### config.mk
export PLATFORM = sky130hd
export DESIGN_NAME = mavlink2_position_frame_encoder
export DESIGN_NICKNAME = d
export VERILOG_FILES = /design/src/hdl/mlpfe_pkg.sv /design/src/hdl/mavlink2_position_frame_encoder.sv
export SDC_FILE = /design/constraint.sdc
export NUM_CORES = 1
export LEC_CHECK = 0
export ABC_AREA = 1
export BUFFER_PORTS_ARGS = -buffer_cell sky130_fd_sc_hd__buf_4
export CORE_MARGIN = 2
export CORE_UTILIZATION = 50
export DETAILED_ROUTE_END_ITERATION = 8
export MAX_ROUTING_LAYER = met4
export PLACE_DENSITY_LB_ADDON = 0.25
export SETUP_SLACK_MARGIN = 0.2
export SLEW_MARGIN = 10
export SYNTH_ARGS = -nofsm -noshare
export SYNTH_HDL_FRONTEND = slang
export SYNTH_SLANG_ARGS = --single-unit
export TNS_END_PERCENT = 20
### constraint.sdc
create_clock -name clk -period 18.75 [get_ports clk]
set_input_delay 3.75 -clock clk [delete_from_list [all_inputs] [get_ports clk]]
set_output_delay 3.75 -clock clk [all_outputs]
set_load 0.05 [all_outputs]
### src/hdl/mlpfe_pkg.sv
// ----------------------------------------------------------------------------
// MAVLink 2 position frame encoder package
// Types, frame layout constants and the CRC byte step shared by the encoder.
// ----------------------------------------------------------------------------
package mlpfe_pkg;

  typedef struct packed {
    logic [63:0] timestamp_us;
    logic [31:0] x_bits;
    logic [31:0] y_bits;
    logic [31:0] z_bits;
    logic [31:0] yaw_bits;
  } in_t;

  typedef struct packed {
    logic [31:0] frame_word;
    logic [2:0]  valid_bytes;
    logic        last_word;
  } out_t;

  typedef enum logic {
    ST_IDLE,
    ST_RUN
  } state_t;

  localparam int CfgIndexWidth = 1;
  localparam int CfgDataWidth  = 8;
  localparam logic [CfgIndexWidth-1:0] CFG_SYSTEM_ID    = 1'b0;
  localparam logic [CfgIndexWidth-1:0] CFG_COMPONENT_ID = 1'b1;

  localparam logic [7:0]  FRAME_STX       = 8'hFD;
  localparam logic [7:0]  FRAME_PAYLOAD   = 8'd117;
  localparam logic [23:0] FRAME_MSG_ID    = 24'd102;
  localparam logic [7:0]  FRAME_CRC_EXTRA = 8'd158;
  localparam logic [15:0] FRAME_CRC_INIT  = 16'hFFFF;
  localparam logic [31:0] FRAME_QNAN      = 32'h7FC00000;
  localparam int          FrameCovWords   = 21;

  // Byte positions inside the frame.
  localparam int PosStx       = 0;
  localparam int PosLen       = 1;
  localparam int PosSeq       = 4;
  localparam int PosSysId     = 5;
  localparam int PosCompId    = 6;
  localparam int PosMsgId     = 7;
  localparam int PosTime      = 10;
  localparam int PosAttitude  = 30;
  localparam int PosYaw       = 38;
  localparam int PosCov       = 42;
  localparam int PosReset     = PosCov + 4 * FrameCovWords;
  localparam int PosCrcLow    = PosReset + 1;
  localparam int PosCrcHigh   = PosReset + 2;

  localparam logic [7:0] LAST_BYTE = 8'(PosCrcHigh);

  function automatic logic [15:0] crc_step(input logic [15:0] acc, input logic [7:0] b);
    logic [7:0] t;
    t = b ^ acc[7:0];
    t = t ^ (t << 4);
    return (acc >> 8) ^ {t, 8'h00} ^ {5'b0, t, 3'b0} ^ {12'b0, t[7:4]};
  endfunction

endpackage

### src/hdl/mavlink2_position_frame_encoder.sv
// ----------------------------------------------------------------------------
// MAVLink 2 position frame encoder
// Builds one 129-byte vision position estimate frame per input word and sends
// it as 33 little-endian 32-bit words, one frame byte per unstalled cycle.
// ----------------------------------------------------------------------------
// Usage: an input word (timestamp, x, y, z, yaw) is taken when in_valid is
// high and in_stall is low. in_stall stays high while a frame is being
// serialized, so one frame is built at a time. The serializer walks the
// 129 frame bytes one per cycle, updating the CRC as it goes, and packs
// them into words; a new word follows every four frame bytes, and the last
// word carries one valid byte and last_word. When out_stall holds a word,
// the serializer pauses until the word is taken. The system and component
// ids are to be written through the cfg port only while the block is idle;
// the block itself does not enforce this. Reset clears the sequence number,
// sets both ids to 1 and leaves the block idle with no output word pending.
// ----------------------------------------------------------------------------
module mavlink2_position_frame_encoder (
  input  logic                                      clk,
  input  logic                                      rst,
  input  logic                                      in_valid,
  output logic                                      in_stall,
  input  mlpfe_pkg::in_t                            in_data,
  output logic                                      out_valid,
  input  logic                                      out_stall,
  output mlpfe_pkg::out_t                           out_data,
  input  logic                                      cfg_we,
  input  logic [mlpfe_pkg::CfgIndexWidth-1:0]       cfg_index,
  input  logic [mlpfe_pkg::CfgDataWidth-1:0]        cfg_data
);
  import mlpfe_pkg::*;

  state_t       state;
  state_t       state_next;
  logic [7:0]   byte_idx;
  logic [7:0]   frame_seq;
  logic [7:0]   system_id;
  logic [7:0]   component_id;
  logic [15:0]  crc;
  logic [191:0] data_shift;
  logic [31:0]  word_acc;

  logic         in_accept;
  logic         advance;
  logic [7:0]   cur_byte;
  logic [15:0]  crc_final;
  logic [31:0]  word_cur;
  logic         word_end;
  logic         shift_en;
  logic [1:0]   cov_lane;

  assign in_accept = in_valid && !in_stall;
  assign advance   = (state == ST_RUN) && (!out_valid || !out_stall);
  assign crc_final = crc_step(crc, FRAME_CRC_EXTRA);
  assign cov_lane  = byte_idx[1:0] - 2'(PosCov);
  assign word_end  = (byte_idx[1:0] == 2'd3) || (byte_idx == LAST_BYTE);
  assign shift_en  = ((byte_idx >= 8'(PosTime)) && (byte_idx < 8'(PosAttitude))) ||
                     ((byte_idx >= 8'(PosYaw)) && (byte_idx < 8'(PosCov)));

  always_comb begin
    if (byte_idx == 8'(PosStx)) begin
      cur_byte = FRAME_STX;
    end else if (byte_idx == 8'(PosLen)) begin
      cur_byte = FRAME_PAYLOAD;
    end else if (byte_idx == 8'(PosSeq)) begin
      cur_byte = frame_seq;
    end else if (byte_idx == 8'(PosSysId)) begin
      cur_byte = system_id;
    end else if (byte_idx == 8'(PosCompId)) begin
      cur_byte = component_id;
    end else if (byte_idx == 8'(PosMsgId)) begin
      cur_byte = FRAME_MSG_ID[7:0];
    end else if (byte_idx == 8'(PosMsgId + 1)) begin
      cur_byte = FRAME_MSG_ID[15:8];
    end else if (byte_idx == 8'(PosMsgId + 2)) begin
      cur_byte = FRAME_MSG_ID[23:16];
    end else if (shift_en) begin
      cur_byte = data_shift[7:0];
    end else if ((byte_idx >= 8'(PosCov)) && (byte_idx < 8'(PosReset))) begin
      cur_byte = FRAME_QNAN[8*cov_lane +: 8];
    end else if (byte_idx == 8'(PosCrcLow)) begin
      cur_byte = crc_final[7:0];
    end else if (byte_idx == 8'(PosCrcHigh)) begin
      cur_byte = crc[15:8];
    end else begin
      cur_byte = 8'h00;
    end
  end

  always_comb begin
    if (byte_idx[1:0] == 2'd0) begin
      word_cur = {24'h000000, cur_byte};
    end else begin
      word_cur = word_acc;
      word_cur[8*byte_idx[1:0] +: 8] = cur_byte;
    end
  end

  always_comb begin
    state_next = state;
    unique case (state)
      ST_IDLE: begin
        if (in_accept) begin
          state_next = ST_RUN;
        end
      end
      ST_RUN: begin
        if (advance && (byte_idx == LAST_BYTE)) begin
          state_next = ST_IDLE;
        end
      end
      default: state_next = ST_IDLE;
    endcase
  end

  always_comb begin
    unique case (state)
      ST_IDLE: in_stall = 1'b0;
      ST_RUN:  in_stall = 1'b1;
      default: in_stall = 1'b1;
    endcase
  end

  always_ff @(posedge clk) begin
    if (rst) begin
      state        <= ST_IDLE;
      byte_idx     <= 8'd0;
      frame_seq    <= 8'd0;
      system_id    <= 8'd1;
      component_id <= 8'd1;
      crc          <= FRAME_CRC_INIT;
      out_valid    <= 1'b0;
    end else begin
      state <= state_next;
      if (cfg_we) begin
        unique case (cfg_index)
          CFG_SYSTEM_ID:    system_id    <= cfg_data;
          CFG_COMPONENT_ID: component_id <= cfg_data;
          default: ;
        endcase
      end
      if (advance && word_end) begin
        out_valid <= 1'b1;
      end else if (out_valid && !out_stall) begin
        out_valid <= 1'b0;
      end
      if (in_accept) begin
        crc      <= FRAME_CRC_INIT;
        byte_idx <= 8'd0;
      end else if (advance) begin
        if (byte_idx == LAST_BYTE) begin
          byte_idx  <= 8'd0;
          frame_seq <= frame_seq + 8'd1;
        end else begin
          byte_idx <= byte_idx + 8'd1;
        end
        if (byte_idx == 8'(PosCrcLow)) begin
          crc <= crc_final;
        end else if ((byte_idx != 8'(PosStx)) && (byte_idx < 8'(PosCrcLow))) begin
          crc <= crc_step(crc, cur_byte);
        end
      end
    end
  end

  always_ff @(posedge clk) begin
    if (in_accept) begin
      data_shift <= {in_data.yaw_bits, in_data.z_bits, in_data.y_bits,
                     in_data.x_bits, in_data.timestamp_us};
    end else if (advance && shift_en) begin
      data_shift <= {8'h00, data_shift[191:8]};
    end
    if (advance) begin
      word_acc <= word_cur;
      if (word_end) begin
        out_data.frame_word  <= word_cur;
        out_data.valid_bytes <= (byte_idx == LAST_BYTE) ? 3'd1 : 3'd4;
        out_data.last_word   <= (byte_idx == LAST_BYTE);
      end
    end
  end

  // A new frame may only start from the first byte position.
  assert property (@(posedge clk) disable iff (rst)
    in_accept |-> (byte_idx == 8'd0))
    else $error("frame accepted while serializer is mid-frame");

  assert property (@(posedge clk) disable iff (rst)
    byte_idx <= LAST_BYTE)
    else $error("byte index beyond end of frame");

  assert property (@(posedge clk) disable iff (rst)
    (state == ST_IDLE) |-> (byte_idx == 8'd0))
    else $error("idle serializer left a nonzero byte index");

  assert property (@(posedge clk) disable iff (rst)
    (out_valid && out_data.last_word) |-> (out_data.valid_bytes == 3'd1))
    else $error("final word must carry exactly one byte");

  assert property (@(posedge clk) disable iff (rst)
    (advance && (byte_idx == LAST_BYTE)) |=> (state == ST_IDLE) && out_valid)
    else $error("frame end did not release the serializer");

endmodule

Word level (Yosys, flattened, before mapping)
Index checks and enable logic that the tools add are counted.
{"block": "op_classes", "eq_ne": 10, "bitwise": 13, "reduce_logical": 28, "shifts": 3, "n_lt_le_gt_ge": 7, "n_addsub": 4, "n_mux": 26}
{"operator": "2-to-1 mux 192 bit", "n": 2}
{"operator": "2-to-1 mux 8 bit", "n": 13}
{"operator": "negation 5 -> 34 bit", "n": 1}
{"operator": "variable shift 8 x 34 -> 32 bit, first input constant", "n": 1}
{"operator": "variable part select 8 x 34 -> 32 bit", "n": 1}
{"operator": "bitwise mux 32 bit", "n": 1}
{"operator": "== test 8 x 3 -> 1 bit, second input constant", "n": 4}
{"operator": "2-to-1 mux 16 bit", "n": 2}
{"operator": "2-to-1 mux 32 bit", "n": 1}
{"operator": "variable part select 32 x 6 -> 8 bit, first input constant", "n": 1}
{"operator": "bitwise XOR 16 x 11 -> 16 bit", "n": 2}
{"operator": "bitwise XOR 16 x 4 -> 16 bit", "n": 2}
{"operator": "bitwise XOR 8 x 16 -> 16 bit", "n": 2}
{"operator": "bitwise XOR 8 bit", "n": 3}
{"operator": "adder 8 x 1 -> 8 bit, second input constant", "n": 2}
{"operator": "== test 8 x 4 -> 1 bit, second input constant", "n": 2}
{"operator": ">= comparator 8 x 6 -> 1 bit, second input constant", "n": 2}
{"operator": "less-than comparator 8 x 7 -> 1 bit, second input constant", "n": 2}
{"operator": "logical AND 1 bit", "n": 10}
{"operator": "== test 8 x 1 -> 1 bit, second input constant", "n": 1}
{"operator": "== test 8 x 7 -> 1 bit, second input constant", "n": 1}
{"operator": "== test 8 bit, second input constant", "n": 1}
{"operator": ">= comparator 8 x 4 -> 1 bit, second input constant", "n": 1}
{"operator": "zero test 8 bit", "n": 1}
{"operator": "other kinds (17)", "n": 32}
{"block": "totals", "wordCells": 103, "output_inout_bits": 38, "reg_bits": 310, "in_bits": 206}

Depth between registers and ports, before layout
Gate-level depths: netlist of run 1.
{"block": "depth", "depth_word": 23, "ltp_mapped": 25, "ltp_nobuf": 24}

Worst setup path before layout of run 1
No wires, ideal clock.
{"block": "synth_timing", "kind": "input port to flip-flop", "start": "input out_stall", "end": "register data_shift[0], enable pin", "required_ns": 17.741, "n_path_buf": 0, "setup_slack_ns": -1.409, "setup_time_ns": 1.009, "arrival_time_ns": 19.150, "stages": 5, "path_cell_list": "nand2_1 -> inv_1 -> nor2_1 -> inv_1 -> o21ai_0"}
{"block": "synth_between", "elab_chain_len": 5}
{"item": "start, declared", "line_no": "mavlink2_position_frame_encoder.sv:24", "text": "input logic out_stall,"}
{"item": "zero test 1 bit", "line_no": "mavlink2_position_frame_encoder.sv:52", "text": "assign advance = (state == ST_RUN) && (!out_valid || !out_stall);"}
{"item": "logical OR 1 bit", "line_no": "mavlink2_position_frame_encoder.sv:52"}
{"item": "logical AND 1 bit", "line_no": "mavlink2_position_frame_encoder.sv:52"}
{"item": "via advance", "line_no": "mavlink2_position_frame_encoder.sv:43", "text": "logic advance;"}
{"item": "logical AND 1 bit", "line_no": "mavlink2_position_frame_encoder.sv:169", "text": "end else if (advance && shift_en) begin"}
{"item": "nonzero test 2 bit (no source line)"}
{"item": "end signal, assigned", "line_no": "mavlink2_position_frame_encoder.sv:167", "text": "data_shift <= {in_data.yaw_bits, in_data.z_bits, in_data.y_bits,"}
{"item": "end signal, assigned", "line_no": "mavlink2_position_frame_encoder.sv:170", "text": "data_shift <= {8'h00, data_shift[191:8]};"}
{"item": "end, declared", "line_no": "mavlink2_position_frame_encoder.sv:39", "text": "logic [191:0] data_shift;"}
The timed path passes the listed nets, and every way through them passes these cells.
A chain may end at the register's enable or synchronous reset.

Worst setup path after layout of run 1
{"block": "layout_timing", "start": "input in_valid", "end": "register data_shift[47], enable pin"}
{"block": "layout_between", "elab_chain_len": 2}
{"item": "start, declared", "line_no": "mavlink2_position_frame_encoder.sv:20", "text": "input logic in_valid,"}
{"item": "logical AND 1 bit", "line_no": "mavlink2_position_frame_encoder.sv:51", "text": "assign in_accept = in_valid && !in_stall;"}
{"item": "nonzero test 2 bit (no source line)"}
No other way between the ends.

==> results of run 1 <==
[cell usage in the layout (no fill, tap or decap), drive strengths merged]
cell,synthesis,final
o211ai,4,4
xnor2,4,4
a32o,3,3
o21ai,39,39
and3,2,2
edfxtp,258,258
or2,1,1
a22o,3,3
nand4,2,2
conb,1,1
o21bai,1,1
nor2,88,88
buf,7,249
nand2,790,790
inv,97,98
nor3,10,10
xor2,6,6
ha,6,6
clkinv,2,12
a31oi,5,5
nand3,56,56
a211oi,2,2
a21oi,63,63
clkbuf,50,46
dfxtp,50,50
nor3b,2,2
nand3b,1,1
[registers in the layout, summed over array words and instances, names as in the netlist]
register	flops
component_id	8
data_shift	192
state	1
frame_seq	8
byte_idx	8
system_id	8
out_valid	1
word_acc	32
crc	16
out_data	34
[cell usage after synthesis, drive strengths merged, types with 5 or more instances]
cell / count
nor3: 10
nand3: 56
edfxtp: 258
ha: 6
xor2: 6
dfxtp: 50
nand2: 790
nor2: 88
a31oi: 5
buf: 7
inv: 97
clkbuf: 50
o21ai: 39
a21oi: 63
[worst max-delay path, stage by stage]
cell     delay (ps)
buf_4            80
inv_1            60
nor2_4           70
buf_4           680
inv_6           440
o21ai_4         190
buf_12          630
[worst min path at each step]
stage / start / end
3_5_place_dp: frame_seq[7] / frame_seq[7]
6_report: component_id[2] / component_id[2]
4_1_cts: frame_seq[7] / frame_seq[7]
2_1_floorplan: frame_seq[7] / frame_seq[7]
5_1_grt: frame_seq[7] / frame_seq[7]
3_3_place_gp: frame_seq[7] / frame_seq[7]
[cells by family (layout without fill, tap and decap cells)]
logic type	count (synthesis)	after routing	share of synthesized area, %
AND/OR/NAND/NOR	952	952	27.1
adder cells (fa/ha/maj)	6	6	0.537
AO/OA/AOI/OAI	120	120	4.74
flip-flops	308	308	62.6
other	1	1	0.0268
XOR/XNOR	10	10	0.626
buffers and inverters	156	405	4.36
[layout make-up]
class / count / area [um^2]
Sequential cell: 308 / 8750
Clock buffer: 46 / 917
Tap cell: 378 / 473
Timing Repair Buffer: 249 / 1880
Clock inverter: 11 / 48.8
Inverter: 99 / 382
Multi-Input combinational cell: 1089 / 4650
Fill cell: 2401 / 10500
[through the flow]
step           hold WS [ps]  setup WS, ps  total power (W)  utilization (%)  cells
3_5_place_dp            437         12180         0.000986             58.4   2123
4_1_cts                 452         12690          0.00158             61.9   2180
5_1_grt                 475         12480          0.00163             61.9   2180
2_1_floorplan           414          3780         0.000923                -   1553
3_3_place_gp            441         12200         0.000982             58.4   2123
6_report                456         12660          0.00157             61.9   2180
[per-layer routing]
metal  GRT usage, %  share of wire, %  routed length, um
met5              -                 0                  0
met4           8.03               3.2               1070
met3           4.28               6.9               2330
met2           38.6                49              16300
met1           30.2                41              13800
[where the power goes]
group / internal [W] / total (W) / leakage, nW / switching [W]
combinational: 0.0000620 / 0.000162 / 4.46 / 0.0000999
clock: 0.000341 / 0.000599 / 0.469 / 0.000258
sequential: 0.000796 / 0.000810 / 2.89 / 0.0000145
total: 0.00120 / 0.00157 / 7.82 / 0.000372
==> flow_metrics.tcl, run 1 <==
set metrics [dict create \
    dr.pass1.iters 5 \
    leakage_nw 7.82 \
    initial_utilization_pct 50.6 \
    cts_setup_buffers 0 \
    setup_viol 0 \
    die_w_um 171 \
    cp-start-kind "input pin" \
    cp-startpoint "in_valid" \
    crit_path_max_fanout 192 \
    drtIter0Drc 1218 \
    whs_path_depth 2 \
    drv_cap 0 \
    cts-resized-gates 0 \
    fin_worst_skew_ps 16.0 \
    antennaDiodeCount 0 \
    yosys.cell_types.count 42 \
    drive_gt1_share_pct 19.0 \
    avgSynthCellArea_um2 9.00 \
    hold_class "flip-flop to flip-flop" \
    htreeDepth 2 \
    ioPinCount 244 \
    drc 0 \
    num-nets-final 1993 \
    cts_max_path_buffers 3 \
    synth_nets 1765 \
    setup-tns-final_ps 0 \
    die_y_um 171 \
    cts_buffers 34 \
    via_per_inst 5.04 \
    vias 10996 \
    async_reset_ff_share_pct 0 \
    area_delta_synth_final_pct 22.3 \
    place.gp.congestion 0.914 \
    final_area_um2 17100 \
    crit_required_ps 18870 \
    cp-end-kind "flip-flop" \
    ff2ff_setup_slack_ps 14770 \
    ys_warn_count 0 \
    fin_crit_sh_pct 32.5 \
    yosys.area.top_type "edfxtp_1" \
    synth_top_area_share_pct 55.4 \
    rr_endpoint "out_data[30]" \
    r2r-start "byte_idx[1]" \
    synth_area_um2 14000 \
    grt_max_degree 193 \
    num_rows 61 \
    crit_type "input pin to flip-flop" \
    worst-r2r-cell-count 12 \
    hold_violations 0 \
    io_buffers 242 \
    hpwlAfterDp_mm 23.4 \
    worst_pin_slew_ps 1090 \
    clkTransAtPathRegs_ps 60 \
    cts_hold_buffers 0 \
    cts_root_buffer "clkbuf_16" \
    grt_pass1_vias 10419 \
    max_freq_ghz 0.164 \
    dpl_cell_area_um2 16100 \
    timing.final.crit_period_ps 6090 \
    maxSlewViolCount 0 \
    slew_headroom_pct 27.4 \
    rsz0062_at_grt "no" \
    coreArea_um2 27600 \
    clk_latency_ps 510 \
    grt_pass1_wl_mm 52.6 \
    final_antenna_net_count 0 \
    critPathCapture "data_shift[47]" \
    p_per_area_nw_per_um2 91.9 \
    antenna_found_initial 0 \
    synth.top_cells.by_area "edfxtp_1 55%, nand2_1 21%, dfxtp_1 7.2%" \
    grt.overflow.total 0 \
    arrival_ps 6210 \
    ys_seq_area_share_pct 62.6 \
    grt_use_total_pct 23.7 \
    synth_edf_count 258 \
    numClockSinks 308 \
    synth_ff_type "edfxtp_1" \
    outcome "complete, no violations" \
    tritoncts "done" \
    peakVddDrop_mv 0.0481 \
    synthCells 1553 \
    die_area_um2 29300 \
    yosys_register_bits 308 \
    wl_per_cell_um 15.4 \
    wirelength_mm 33.5 \
]
Note: power is estimated with default switching activity, not from simulation.
==> run 2, diff against run 1 <==
- clock period: 18.75 -> 5.35 ns (I/O delays scaled with it)
==> run 2 against run 1 <==
Non-clock buffer count stayed put; wire length increased by 4.3%; critical path depth grew 2; sequential share of layout area down 0.28 points; worst hold slack improved by 12 ps; cell count about the same; clock skew decreased by 7.2 ps; sequential power rose to 3.5 times the previous value; critical path type is now flip-flop to flip-flop; critical endpoint is now out_data[26]; highest routed layer unchanged.
==> flow_metrics.tcl, run 2 (synthesized netlist as in run 1, its figures left out) <==
set metrics [dict create \
    outcome "complete, no violations" \
    io_buffers 242 \
    num_rows 61 \
    switchingPower_w 0.00134 \
    final_cell_mix "768 x nand2_1, 258 x edfxtp_1, 248 x buf_4" \
    numClockSinks 308 \
    die_area_um2 29300 \
    initial_utilization_pct 50.6 \
    antennaDiodeCount 0 \
    ff2ff_setup_slack_ps 1390 \
    worst-path-stages 9 \
    vias 11128 \
    num-nets-final 1993 \
    area_delta_synth_final_pct 23.0 \
    cp-end-kind "flip-flop" \
    crit_required_ps 5510 \
    dr.pass1.iters 8 \
    topRoutingLayerUsed "met4" \
    drc 0 \
    maxSlewViolCount 0 \
    ioPinCount 244 \
    tritoncts "done" \
    drv_cap 0 \
    grt_pass1_wl_mm 54.5 \
    grt_max_degree 193 \
    stdcell_count 2182 \
    die_y_um 171 \
    fin_worst_skew_ps 8.84 \
    rsz0062_at_grt "no" \
    comb_power_share_pct 10.1 \
    crit_buf_inv 4 \
    place.gp.congestion 1.06 \
    cts_hold_buffers 0 \
    route.met2.wl_mm 16.3 \
    arrival_ps 4120 \
    drive_gt1_share_pct 19.6 \
    critPathCapture "out_data[26]" \
    crit_path_frequent_cell "inv_1" \
    seq_power_share_pct 50.2 \
    clk_latency_ps 520 \
    switching_share_pct 23.7 \
    r2r-start "byte_idx[1]" \
    cp-startpoint "byte_idx[1]" \
    max_freq_ghz 0.253 \
    drtIter0Drc 1026 \
    setup_viol 0 \
    via_per_inst 5.10 \
    final_antenna_net_count 0 \
    setup-tns-final_ps 0 \
    final_common_cell "nand2_1" \
    wl_met3_mm 3.08 \
    die_w_um 171 \
    peakVddDrop_mv 0.250 \
    p_per_area_nw_per_um2 328 \
    multi_input_area_um2 4660 \
    crit_path_max_fanout 34 \
    timing.final.crit_period_ps 3960 \
    n_fill_cell 2375 \
    m1WireLength_mm 14.1 \
    wl_per_cell_um 16.0 \
    top_register "data_shift" \
    cts_root_buffer "clkbuf_16" \
    largest_reg_flops 192 \
    cts_setup_buffers 0 \
    worst_pin_slew_ps 1170 \
    dp.cells 2123 \
    critical_path.top_delay_family "buffers and inverters" \
    clkTransAtPathRegs_ps 60 \
    antenna_found_initial 0 \
    slew_headroom_pct 22.0 \
    crit_type "flip-flop to flip-flop" \
    cts-resized-gates 0 \
    cts_buffers 34 \
    fin_crit_sh_pct 74.0 \
    htreeDepth 2 \
    critPathSlowestCell "ha_1" \
    leakage_nw 7.87 \
    hpwlAfterDp_mm 24.6 \
    hold_violations 0 \
    p_int_w 0.00431 \
    power.share.clock_pct 39.7 \
    coreArea_um2 27600 \
    grt_use_total_pct 24.6 \
    cp-start-kind "flip-flop" \
    seqCellArea_um2 8750 \
    worst-r2r-cell-count 9 \
    cts_max_path_buffers 3 \
    rr_endpoint "out_data[26]" \
    grt.overflow.total 0 \
    path_cells "inv_1 > ha_1 > inv_2 > nor2_2 > nand2_2 > nor2_1 > inv_1 > nand2_1 > buf_4" \
    hold_class "flip-flop to flip-flop" \
    wirelength_mm 34.9 \
    grt_pass1_vias 10643 \
    slowest_delay_ps 900 \
    largestRegisters "data_shift x192, out_data x34, word_acc x32" \
]
[run 2: changes by cell type in the layout (fill, tap and decap cells not counted), moves of 2 or more]
cell,change
clkinv_1,-4
clkinv_2,+4
bufinv_16,+2
clkbuf_1,-2
inv_1,-2
inv_2,+2
[run 2: layout make-up]
type                       instances  share of cell area (%)
sequential                       308                    50.9
tap                              378                    2.75
multi-input combinational       1089                    27.1
inverter                          99                    2.22
timing repair buffer             249                    10.9
clock buffer                      44                    5.29
clock inverter                    15                   0.829
[run 2: per-layer routing]
layer | track usage [%] | up-vias
met2 | 38.3 | 443
met1 | 31.1 | 5107
met5 | - | -
met3 | 6.03 | 88
met4 | 9.87 | 0
li1 | - | 5490
[run 2: how the worst min path moves through the flow]
stage                                 end  depth (start not counted)  slack, ps            start
after CTS                    frame_seq[7]                          1        460     frame_seq[7]
final                        frame_seq[7]                          1        470     frame_seq[7]
after detailed placement     frame_seq[7]                          1        450     frame_seq[7]
after global routing      component_id[1]                          2        500  component_id[1]
after global placement       frame_seq[7]                          1        440     frame_seq[7]
after floorplan              frame_seq[7]                          1        410     frame_seq[7]
[run 2: through the flow]
stage	hold WS [ps]	power [W]	worst slack [ps]	utilization (%)	instance area, um^2
detailed placement	454	0.00346	1520	58.4	16100
CTS	464	0.00569	1520	62.2	17200
finish	468	0.00565	1390	62.2	17200
floorplan	414	0.00321	-126	-	14000
global placement	438	0.00345	1590	58.4	16100
global route	498	0.00586	1230	62.2	17200
[run 2: power groups by stage]
stage | sequential (W) | clock (W) | combinational (W)
2_1_floorplan | 0.00288 | 0 | 0.000335
4_1_cts | 0.00283 | 0.00228 | 0.000577
5_1_grt | 0.00285 | 0.00237 | 0.000644
3_3_place_gp | 0.00288 | 0 | 0.000566
6_report | 0.00283 | 0.00224 | 0.000573
3_5_place_dp | 0.00288 | 0 | 0.000575
==> run 3, diff against run 2 <==
- clock period: 5.35 -> 3.2 ns (I/O delays scaled with it)
==> run 3 against run 2 <==
Cell count up 0.87%; total power up 67%; non-clock buffer count rose by 17; first-iteration DRC count shrank 15%; sequential cell count did not move; sequential share of layout area shrank 0.65 points; die area did not move; sequential power up 67%; critical endpoint is now crc[7]; clock power rose by 64%.
==> flow_metrics.tcl, run 3 (synthesized netlist as in run 1, its figures left out) <==
set metrics [dict create \
    outcome "complete, no violations" \
    switching_share_pct 24.0 \
    num_rows 61 \
    drv_cap 0 \
    drtIter0Drc 867 \
    grt_max_degree 185 \
    dr.pass1.iters 5 \
    via_per_inst 5.03 \
    vias 11075 \
    final_antenna_net_count 0 \
    wl_per_cell_um 16.2 \
    cts_max_path_buffers 3 \
    hpwlAfterDp_mm 25.6 \
    fin_worst_skew_ps 13.6 \
    stdcell_count 2201 \
    drc 0 \
    leakage_nw 7.96 \
    power.share.clock_pct 39.1 \
    numClockSinks 308 \
    cts-resized-gates 0 \
    cp-start-kind "flip-flop" \
    timing.final.crit_period_ps 2730 \
    peakVddDrop_mv 0.408 \
    area_delta_synth_final_pct 24.6 \
    die_y_um 171 \
    clkTransAtPathRegs_ps 60 \
    antenna_found_initial 0 \
    seq_power_share_pct 50.4 \
    ioPinCount 244 \
    grtUsageMet1_pct 29.9 \
    gr-usage-met3_pct 6.33 \
    final_common_cell "nand2_1" \
    slew_headroom_pct 44.9 \
    htreeDepth 2 \
    hold_class "input pin to flip-flop" \
    cts_buffers 34 \
    cp-end-kind "flip-flop" \
    arrival_ps 3130 \
    top_usage_layer "met2" \
    clk_latency_ps 510 \
    cts_hold_buffers 0 \
    rsz0062_at_grt "yes" \
    switchingPower_w 0.00225 \
    tritoncts "done" \
    grt.overflow.total 0 \
    initial_utilization_pct 50.6 \
    crit_required_ps 3600 \
    setup_viol 0 \
    max_freq_ghz 0.366 \
    dp.cells 2140 \
    die_area_um2 29300 \
    crit_path_max_fanout 18 \
    cts_root_buffer "clkbuf_16" \
    num-nets-final 2010 \
    cts_setup_buffers 0 \
    p_int_w 0.00715 \
    timing.hold.ws_ps 348 \
    maxSlewViolCount 0 \
    use_met2_pct 42.0 \
    largestRegisters "data_shift x192, out_data x34, word_acc x32" \
    grt_pass1_wl_mm 55.5 \
    place.gp.congestion 0.962 \
    io_buffers 242 \
    p_per_area_nw_per_um2 540 \
    grt_use_total_pct 25.0 \
    final_cell_mix "768 x nand2_1, 258 x edfxtp_1, 258 x buf_4" \
    fin_crit_sh_pct 85.4 \
    top_register "data_shift" \
    grt_pass1_vias 10862 \
    antennaDiodeCount 0 \
    wirelength_mm 35.7 \
    hold_violations 0 \
    die_w_um 171 \
    coreArea_um2 27600 \
    crit_type "flip-flop to flip-flop" \
    drive_gt1_share_pct 20.7 \
    largest_reg_flops 192 \
    worst_pin_slew_ps 827 \
    comb_power_share_pct 10.5 \
]
run 3: cell count changes in the layout (fill, tap and decap cells not counted), moves of 3 or more:
| cell | before | now |
|---|---|---|
| buf_4 | 248 | 258 |
| buf_12 | 1 | 8 |
| clkinv_1 | 6 | 9 |
| clkbuf_1 | 9 | 4 |
| clkinvlp_4 | 0 | 3 |
run 3: per-layer routing:
layer	share of wire (%)	vias up	wire (um)
met4	2.8	0	988
met5	0	-	0
met1	40	5116	14400
li1	-	5535	-
met2	49	358	17500
met3	8.0	66	2850
run 3: area by class of cell:
type                       count  area (um^2)
clock buffer                  43          948
clock inverter                18          100
fill                        2344        10200
inverter                      99          382
multi-input combinational   1089         4670
sequential                   308         8750
tap                          378          473
timing repair buffer         266         2100
run 3: final timing paths:
path | start | endpoint | slack [ps] | depth (start not counted)
setup / recovery | byte_idx[0] | crc[7] | 470 | 24
hold / removal | rst | state | 350 | 2
setup reg to reg | byte_idx[0] | crc[7] | 470 | 24
hold reg to reg | frame_seq[7] | frame_seq[7] | 460 | 1
run 3: through the flow:
stage / total power (W) / setup TNS [ps] / instance area, um^2 / util [%] / worst slack, ps
final: 0.00941 / 0 / 17400 / 63.1 / 468
after global routing: 0.00975 / 0 / 17400 / 63.1 / 192
after CTS: 0.00948 / 0 / 17400 / 63.0 / 383
after detailed placement: 0.00581 / 0 / 16400 / 59.2 / 411
after global placement: 0.00579 / 0 / 16400 / 59.2 / 427
after floorplan: 0.00537 / -354520 / 14000 / - / -1850
run 3: worst max-delay path, stage by stage, from the launching register on:
cell     delay, ps
dfxtp_1        410
ha_1           170
inv_1           90
nor2_4         180
nand2_8        140
inv_4          130
nand2_2         70
nand2_1         80
nand3_1         90
nand2_1         70
nand2_1         50
nand2_1         60
nand2_1         50
nand2_1         70
nand2_2        110
nand2_2        130
nand2_1         80
nand2_2        100
inv_2           50
nand2_1         70
nand3_2        100
nand2_1        130
nand2_1         60
nand3_1         80
nand2_1         50
run 3: power by group through the flow:
stage          logic, W  registers, W  clock network (W)
3_5_place_dp   0.000992       0.00482                  0
2_1_floorplan  0.000561       0.00481                  0
5_1_grt         0.00111       0.00476            0.00388
6_report       0.000991       0.00474            0.00368
3_3_place_gp   0.000978       0.00481                  0
4_1_cts        0.000995       0.00474            0.00375
